==> config.mk <==
export PLATFORM = sky130hd
export DESIGN_NAME = rle_offset_div
export DESIGN_NICKNAME = d
export VERILOG_FILES = /design/src/rtl/rle_offset_div.sv
export SDC_FILE = /design/constraint.sdc
export NUM_CORES = 1
export LEC_CHECK = 0
export ABC_AREA = 1
export ABC_CLOCK_PERIOD_IN_PS = 4300
export BUFFER_PORTS_ARGS = -buffer_cell sky130_fd_sc_hd__buf_2
export CAP_MARGIN = 20
export CORE_AREA = 4 4 61 63
export DETAILED_ROUTE_END_ITERATION = 7
export DIE_AREA = 0 0 65 67
export GPL_TIMING_DRIVEN = 0
export HOLD_SLACK_MARGIN = 0.02
export PLACE_DENSITY = 0.88
export SKIP_CTS_REPAIR_TIMING = 1
export SLEW_MARGIN = 25
export SYNTH_ARGS = -nofsm -noshare
export SYNTH_HDL_FRONTEND = slang
export SYNTH_SLANG_ARGS = --single-unit
==> constraint.sdc <==
create_clock -name clk -period 4.3 [get_ports clk]
set_clock_uncertainty 0.1 [all_clocks]
set_input_delay 0 -clock clk [delete_from_list [all_inputs] [get_ports clk]]
set_output_delay 0 -clock clk [all_outputs]
set_load 0.02 [all_outputs]
==> src/rtl/rle_offset_div.sv <==
// restoring divider, one quotient bit per cycle, remainder only
// used for the glitch row offset; no dependencies
module rle_offset_div #(
  parameter int DW = 17
) (
  input  logic          clk,
  input  logic          rst,
  input  logic          start,
  input  logic [DW-1:0] dividend,
  input  logic [5:0]    divisor,
  output logic          done,
  output logic [5:0]    rem
);

  localparam int CNTW = $clog2(DW + 1);

  logic            busy;
  logic [CNTW-1:0] cnt;
  logic [DW-1:0]   dvd;
  logic [5:0]      dsr;
  logic [6:0]      trial;

  assign trial = {rem, dvd[DW-1]};

  always_ff @(posedge clk) begin
    if (rst) begin
      busy <= 1'b0;
      done <= 1'b0;
      cnt  <= '0;
    end else begin
      done <= busy && (cnt == CNTW'(1));
      if (start) begin
        busy <= 1'b1;
        cnt  <= CNTW'(DW);
      end else if (busy) begin
        cnt <= cnt - CNTW'(1);
        if (cnt == CNTW'(1)) begin
          busy <= 1'b0;
        end
      end
    end
  end

  always_ff @(posedge clk) begin
    if (start) begin
      dvd <= dividend;
      dsr <= divisor;
      rem <= '0;
    end else if (busy) begin
      dvd <= {dvd[DW-2:0], 1'b0};
      if (trial >= {1'b0, dsr}) begin
        rem <= 6'(trial - {1'b0, dsr});
      end else begin
        rem <= trial[5:0];
      end
    end
  end

endmodule

* Word-level counts from Yosys, hierarchy flattened
Cells that the tools add are included.
** Word-level totals
- Flip-flop bits (word level) :: 36
- Input port bits :: 26
- Output and inout bits :: 7
** Cells by class
- Add/subtract/negate cells :: 2
- $lt $le $gt $ge :: 1
- Equality and inequality tests :: 1
- Multiplexer cells :: 8
- Reductions and logical operators :: 3
** Operators by type and width (number)
- $mux W17 :: 2
- $mux W5 :: 2
- $ge A7 B6 Y1 :: 1
- $mux W6 :: 1
- $sub A6 B6 Y6 :: 1
- $eq A5 B1 Y1 const B :: 1
- $sub A5 B1 Y5 const B :: 1
- $mux W1 :: 3
- $reduce_bool A2 Y1 :: 1
- $reduce_or A2 Y1 :: 1
- $logic_and A1 B1 Y1 :: 1

* Longest topological paths before layout
Gate-level depths: netlist of run 1.
- Depth in word-level cells :: 4
- Mapped depth :: 11
- Depth with buffers taken out :: 11

* Worst setup path before layout of run 1
Ideal clock, no wire load.
- Path type :: register to register
- Start point :: register rem[0]
- End point :: register rem[4]
- Library setup time :: 0.113 ns
- Data arrival time :: 1.495 ns
- Setup slack :: 2.591 ns
- Cell stages (with the launch flop) :: 8
- Path buffers :: 0
- Clock period less this slack :: 1.709 ns
- Cells stage by stage :: dfxtp_1 inv_1 fa_1 or2_1 nand4_1 nand3_1 nand3_1 nand2_1
** On the way
- Longest elaborated chain between the ends :: 2
- Elaborated cells on any way between the ends :: 3
- Those cells by class :: add/sub (1); order compare (1); mux (1)
** Ends and longest elaborated chain
- start: declaration :: line 12 : output logic [5:0] rem
- start signal: assignment :: line 52 : rem <= 6'(trial - {1'b0, dsr});
- start signal: assignment :: line 54 : rem <= trial[5:0];
- $sub A6 B6 Y6 or $ge A7 B6 Y1 (tied branches) :: line 52, 51
- $mux W6 (*) :: line 51 : if (trial >= {1'b0, dsr}) begin
Every way passes the cells marked *; elsewhere a longest branch is shown, timed or not.
A chain may end at the register's enable or synchronous reset.

* Worst setup path after layout of run 1
- Start point :: input port start
- End point :: register dvd[2], enable pin
** On the way
- Longest elaborated chain between the ends :: 1
** Ends and longest elaborated chain
- start: declaration :: line 8 : input logic start,
- $reduce_bool A2 Y1 (no line)
- end signal: assignment :: line 46 : dvd <= dividend;
- end signal: assignment :: line 50 : dvd <= {dvd[DW-2:0], 1'b0};
- end: declaration :: line 19 : logic [DW-1:0] dvd;
No other way between the ends.

==> flow_summary.toml, run 1 <==
[run_status]
status = "complete, no violations"

[cells_and_area]
fin_nets = 321
antenna_cells = 0
area_growth_pct = 29.71
layout-drive-gt1-share_pct = 17.83
final_util_pct = 74.02

[worst_setup_path]
crit_path_start_kind = "primary input"
crit_chain = "dlygate4sd3_1, buf_2, buf_2, nor2_1, inv_1"
cpMostUsedCell = "buf_2"
end_kind = "flip-flop"
r2r_start = "dsr[0]"
r2r-end = "rem[4]"
r2r_slack_ns = 2.51
critPathKind = "in -> reg"
critical_path_required_ns = 4.18
cpMaxStageDelayCell = "dlygate4sd3_1"
critPathMaxFanout = 17
rr_worst_depth = 8
critPathMaxStageDelay_ns = 0.54
cp_data_arrival_time_ns = 1.89

[die]
ioPinCount = 33
initial_utilization_pct = 57.07
fp.coreArea_um2 = 3232
die_area_um2 = 4355
fp.dieW_um = 65
dieHeight_um = 67
rows = 21

[place]
port_buffers = 32
routabilityCongestion = 0.8912
place.detailed.hpwl_um = 2695

[sta]
period_minus_slack_ns = 2.002
fin_setup_tns_ns = 0
relSlewSlack_pct = 56.11
post-route-period-util_pct = 46.55
slew_violations = 0
max_freq_ghz = 0.4996
rsz0062_at_grt = "no"
finalHoldViolations = 0
worst_pin_slew_ns = 0.6576
setup_viol = 0

[synth]
synth_top_area_share_pct = 37.45
yosysUniqueCellTypes = 27
yosysWarnings = 0
syn_avg_cell_area_um2 = 8.345
syn_inst = 221
synth_fp_nets = 257
synth_top_cell_by_area = "edfxtp_1"
synth.area.top_cells = "edfxtp_1 37%, nand2_1 17%, dfxtp_1 14%"
ys_seq_area_share_pct = 51.56
syn_area_um2 = 1844
ys_ff_latch = 36

[routing]
drt-total-wl_um = 4246
ant_nets = 0
routed.top_layer = "met4"
wl_met1_um = 1629
post_drt_wl_per_cell_um = 12.79
wl_met3_um = 223
num_vias = 1662
drt_iter0_drc = 142
drcViolationCount = 0
wl_met2_um = 2314
drtPass1Iterations = 4
avgViaCountPerCell = 5.006

[flow_run]
cap_violations = 0

[cts]
numCtsBuffers = 5
path_clk_slew_ns = 0.11
cts_buffer_depth = 2
clockRootBuffer = "clkbuf_4"
clock_sinks = 36
cts_tree = "built"
worstSkewPairLatency_ns = 0.34
cts-htree-levels = 2

[power_and_ir_drop]
ir_drop_mv = 0.2287
pwr-share-seq_pct = 50.1
switching_share_pct = 28.30
clockPowerShare_pct = 28.6
p_switching_mw = 0.2356
power_frac_comb_pct = 21.4
p_leak_nw = 1.207
power.density_nw_per_um2 = 348.0
internal_power_mw = 0.5969

[global_route]
grt_max_degree = 18
antenna_found_initial = 0
grt.total_usage_pct = 19.02
grt_pass1_wl_um = 6210
grt_overflow = 0
grt_pass1_vias = 1521

[hold_path]
hold_end = "dsr[1]"
min_path_cells = 2
hold_path_class = "in -> reg"
hp-start = "divisor[1]"
[critical path: cells and delay by family]
| kind | cells | cell delay, ns |
|---|---|---|
| buf+inv | 4 | 1.42 |
| simple gates | 1 | 0.45 |
[flip-flops by register name, indices dropped and copies added, names as in the netlist]
name / flops
cnt: 5
dsr: 6
done: 1
dvd: 17
rem: 6
busy: 1
[synthesized netlist by cell type]
cell	number
a211oi_1	1
a21oi_1	3
a21oi_2	1
a31oi_1	1
buf_2	3
clkbuf_1	1
dfxtp_1	13
edfxtp_1	23
fa_1	1
ha_1	9
inv_1	31
inv_2	1
nand2_1	85
nand2_2	3
nand2_4	1
nand3_1	15
nand3_2	1
nand3b_1	2
nand4_1	3
nor2_1	12
nor2_4	1
nor3_1	2
nor4_1	1
o21ai_0	4
or2_1	1
xnor2_1	1
xor2_1	1
[layout by cell type (no fill, tap or decap), drive strengths merged]
cell type	n
dlygate4sd3	25
nor4	1
bufinv	1
a21oi	4
buf	35
xnor2	1
clkinv	1
clkbuf	6
nand4	3
inv	32
fa	1
or2	1
ha	9
nor3	2
a31oi	1
xor2	1
nand3	16
o21ai	4
nand3b	2
nand2	89
dfxtp	13
a211oi	1
nor2	13
edfxtp	23
clkinvlp	1
[cell type report]
| type | instances | area (um2) |
|---|---|---|
| Fill cell | 234 | 839.6 |
| Sequential cell | 36 | 950.9 |
| Multi-Input combinational cell | 149 | 754.5 |
| Timing Repair Buffer | 57 | 410.4 |
| Clock buffer | 5 | 37.54 |
| Buffer | 4 | 18.77 |
| Tap cell | 46 | 57.56 |
| Clock inverter | 3 | 42.54 |
| Inverter | 32 | 120.1 |
[per-stage QoR]
step           total power [mW]  cell area (um2)  setup WS, ns  std cells  hold WS, ns
5_1_grt                  0.8810             2392         2.260        332       0.2564
3_3_place_gp             0.5715             2062         2.565        299      0.07894
6_report                 0.8325             2392         2.298        332       0.2545
2_1_floorplan            0.5336             1844         2.591        221     -0.03093
4_1_cts                  0.8138             2142         2.505        307      -0.2828
3_5_place_dp             0.5802             2062         2.531        299      0.07930
[worst max path at each step]
stage / from / endpoint / slack, ns / cells past startpoint
2_1_floorplan: rem[0] / rem[4] / 2.59 / 7
3_3_place_gp: dsr[0] / rem[4] / 2.56 / 7
3_5_place_dp: dsr[0] / rem[4] / 2.53 / 7
4_1_cts: dsr[0] / rem[4] / 2.50 / 8
5_1_grt: start / dvd[13] / 2.26 / 5
6_report: start / dvd[2] / 2.30 / 5
[power groups by stage]
stage                     combinational (mW)  sequential [mW]  clock (mW)
after floorplan                        0.107            0.427           0
after global placement                 0.148            0.423           0
after detailed placement               0.156            0.424           0
after CTS                              0.157            0.416       0.240
after global routing                   0.200            0.420       0.261
final                                  0.178            0.417       0.238
[routing by layer]
metal  global-route usage (%)  up-vias
met3                    5.396        8
met4                    7.916        0
li1                         -      829
met2                    32.95       52
met1                    21.98      773
met5                        0        -
[kinds of logic (layout without fill, tap and decap cells)]
logic type,Yosys count,after routing,share of synthesized area [%]
and+or+nand+nor,127,127,29.65
xor gates and xnor gates,2,2,0.9500
buffers and inverters,36,101,7.530
DFF,36,36,51.56
adders and majority gates,10,10,7.191
AOI/OAI and AO/OA,10,10,3.121
Note: power is estimated with default switching activity, not from simulation.
==> inputs of run 2 (changes only) <==
--- a/config.mk
+++ b/config.mk
@@ -6,15 +6,15 @@
 export NUM_CORES = 1
 export LEC_CHECK = 0
 export ABC_AREA = 1
-export ABC_CLOCK_PERIOD_IN_PS = 4300
+export ABC_CLOCK_PERIOD_IN_PS = 2000
 export BUFFER_PORTS_ARGS = -buffer_cell sky130_fd_sc_hd__buf_2
 export CAP_MARGIN = 20
-export CORE_AREA = 4 4 61 63
+export CORE_AREA = 4 4 63 65
 export DETAILED_ROUTE_END_ITERATION = 7
-export DIE_AREA = 0 0 65 67
+export DIE_AREA = 0 0 67 69
 export GPL_TIMING_DRIVEN = 0
 export HOLD_SLACK_MARGIN = 0.02
-export PLACE_DENSITY = 0.88
+export PLACE_DENSITY = 0.83
 export SKIP_CTS_REPAIR_TIMING = 1
 export SLEW_MARGIN = 25
 export SYNTH_ARGS = -nofsm -noshare
==> constraint.sdc (replaced) <==
create_clock -name clk -period 2 [get_ports clk]
set_clock_uncertainty 0.1 [all_clocks]
set_input_delay 0 -clock clk [delete_from_list [all_inputs] [get_ports clk]]
set_output_delay 0 -clock clk [all_outputs]
set_load 0.02 [all_outputs]
==> run 2 against run 1 <==
Compared with the run above: final area fell by 1.2%; count of clock-buffer cells in the layout did not move; global-route usage fell by 2.7 points; power rose by 95%; critical endpoint is now rem[4]; utilization fell by 3.2 points; sequential share of layout area rose by 0.48 points; sequential power rose by 110%; via count fell by 3.5%; clock power rose by 51%; worst hold slack got worse by 0.17 ns.
==> flow_summary.toml, run 2 (synthesized netlist as in run 1, its figures left out) <==
[run_status]
status = "complete, no violations"

[cells_and_area]
final_common_cell = "nand2_1"
final_cell_mix = "85 x nand2_1, 35 x buf_2, 31 x inv_1"
fin_nets = 321
regMostFlops = "dvd"
n_fill_cell = 270
antenna_cells = 0
largest_reg_flops = 17
top_regs = "dvd (17), dsr (6), rem (6)"
final_util_pct = 70.83
layout-drive-gt1-share_pct = 17.48
area_growth_pct = 28.15

[worst_setup_path]
cp_data_arrival_time_ns = 1.99
cpMostUsedCell = "nand3_1"
crit_chain = "ha_1, fa_1, or2_1, nand3_1, nand2_1, nand3_1, nand3_1, nand2_1"
end_kind = "flip-flop"
critPathMaxStageDelay_ns = 0.43
r2r-end = "rem[4]"
rr_worst_depth = 8
critPathKind = "reg -> reg"
r2r_slack_ns = 0.19
cpMaxStageDelayCell = "edfxtp_1"
critical_path_required_ns = 2.18
critPathBufInv = 0
crit_path_start_kind = "flip-flop"
r2r_start = "dsr[0]"
critPathMaxFanout = 2
crit_family = "simple AND/OR/NAND/NOR gates"

[sta]
rsz0062_at_grt = "no"
fin_setup_tns_ns = 0
finalHoldViolations = 0
post-route-period-util_pct = 90.52
setup_viol = 0
relSlewSlack_pct = 57.70
max_freq_ghz = 0.5524
worst_pin_slew_ns = 0.6338
slew_violations = 0
period_minus_slack_ns = 1.810

[place]
port_buffers = 32
routabilityCongestion = 0.8823
place.detailed.hpwl_um = 2688

[flow_run]
cap_violations = 0

[power_and_ir_drop]
ir_drop_mv = 0.4469
p_leak_nw = 1.199
power.density_nw_per_um2 = 688.6

[die]
fp.coreArea_um2 = 3337
fp.dieW_um = 67
die_area_um2 = 4623
ioPinCount = 33
initial_utilization_pct = 55.27
dieHeight_um = 69
rows = 21

[cts]
worstSkewPairLatency_ns = 0.34
cts-htree-levels = 2
clockRootBuffer = "clkbuf_4"
clock_sinks = 36
cts_buffer_depth = 2
numCtsBuffers = 5
cts_tree = "built"
path_clk_slew_ns = 0.10

[routing]
avgViaCountPerCell = 4.828
ant_nets = 0
num_vias = 1603
drt_iter0_drc = 58
drt-total-wl_um = 3915
drcViolationCount = 0
post_drt_wl_per_cell_um = 11.79
drtPass1Iterations = 4

[hold_path]
min_path_cells = 4
hp-start = "start"
hold_end = "busy"
hold_path_class = "in -> reg"

[global_route]
grt_overflow = 0
grt_pass1_vias = 1466
grt_max_degree = 18
grt_pass1_wl_um = 5906
antenna_found_initial = 0
grt.total_usage_pct = 16.27
-- run 2: cell types whose count changed in the layout (fill, tap and decap cells not counted) --
cell / before / now
bufinv_16: 1 / 0
clkinv_1: 0 / 1
clkinv_2: 1 / 2
clkinvlp_4: 1 / 0
-- run 2: routing by layer --
metal	GRT usage, %	vias to the layer above	part of all wire [%]	wire, um
li1	-	829	-	-
met1	19.90	724	42	1653
met2	27.07	40	52	2026
met3	4.708	10	4.2	163
met4	5.180	0	1.8	72
met5	0	-	0	0
-- run 2: how the worst max path moves through the flow --
stage,start,to,cells after the start
finish,dsr[0],rem[4],8
global route,dsr[0],rem[4],8
CTS,dsr[0],rem[4],8
detailed placement,dsr[0],rem[4],8
global placement,dsr[0],rem[4],7
floorplan,rem[0],rem[4],7
-- run 2: per-stage QoR --
step | worst slack, ns | hold WS [ns] | power (mW) | std cells | area [um2]
CTS | 0.2024 | -0.2749 | 1.598 | 307 | 2113
detailed placement | 0.2307 | 0.07913 | 1.245 | 299 | 2062
floorplan | 0.2915 | -0.03093 | 1.147 | 221 | 1844
finish | 0.1896 | 0.07967 | 1.628 | 332 | 2364
global route | 0.1269 | 0.09461 | 1.729 | 332 | 2364
global placement | 0.2640 | 0.07845 | 1.230 | 299 | 2062
-- run 2: area by class of cell --
type / count / area, um2 / area share [%]
Buffer: 4 / 18.77 / 0.7941
Clock inverter: 3 / 13.76 / 0.5823
Tap cell: 46 / 57.56 / 2.435
Inverter: 32 / 120.1 / 5.082
Sequential cell: 36 / 950.9 / 40.23
Timing Repair Buffer: 57 / 410.4 / 17.36
Clock buffer: 5 / 37.54 / 1.588
Multi-Input combinational cell: 149 / 754.5 / 31.92
-- run 2: where the power goes --
part,internal (mW),switching [mW]
Clock,0.129,0.230
Sequential,0.865,0.0301
Combinational,0.157,0.216
Total,1.15,0.477
-- run 2: worst min-delay path, cell delays in order --
cell	delay [ns]
buf_2	0.12
inv_1	0.06
buf_2	0.20
a21oi_1	0.09
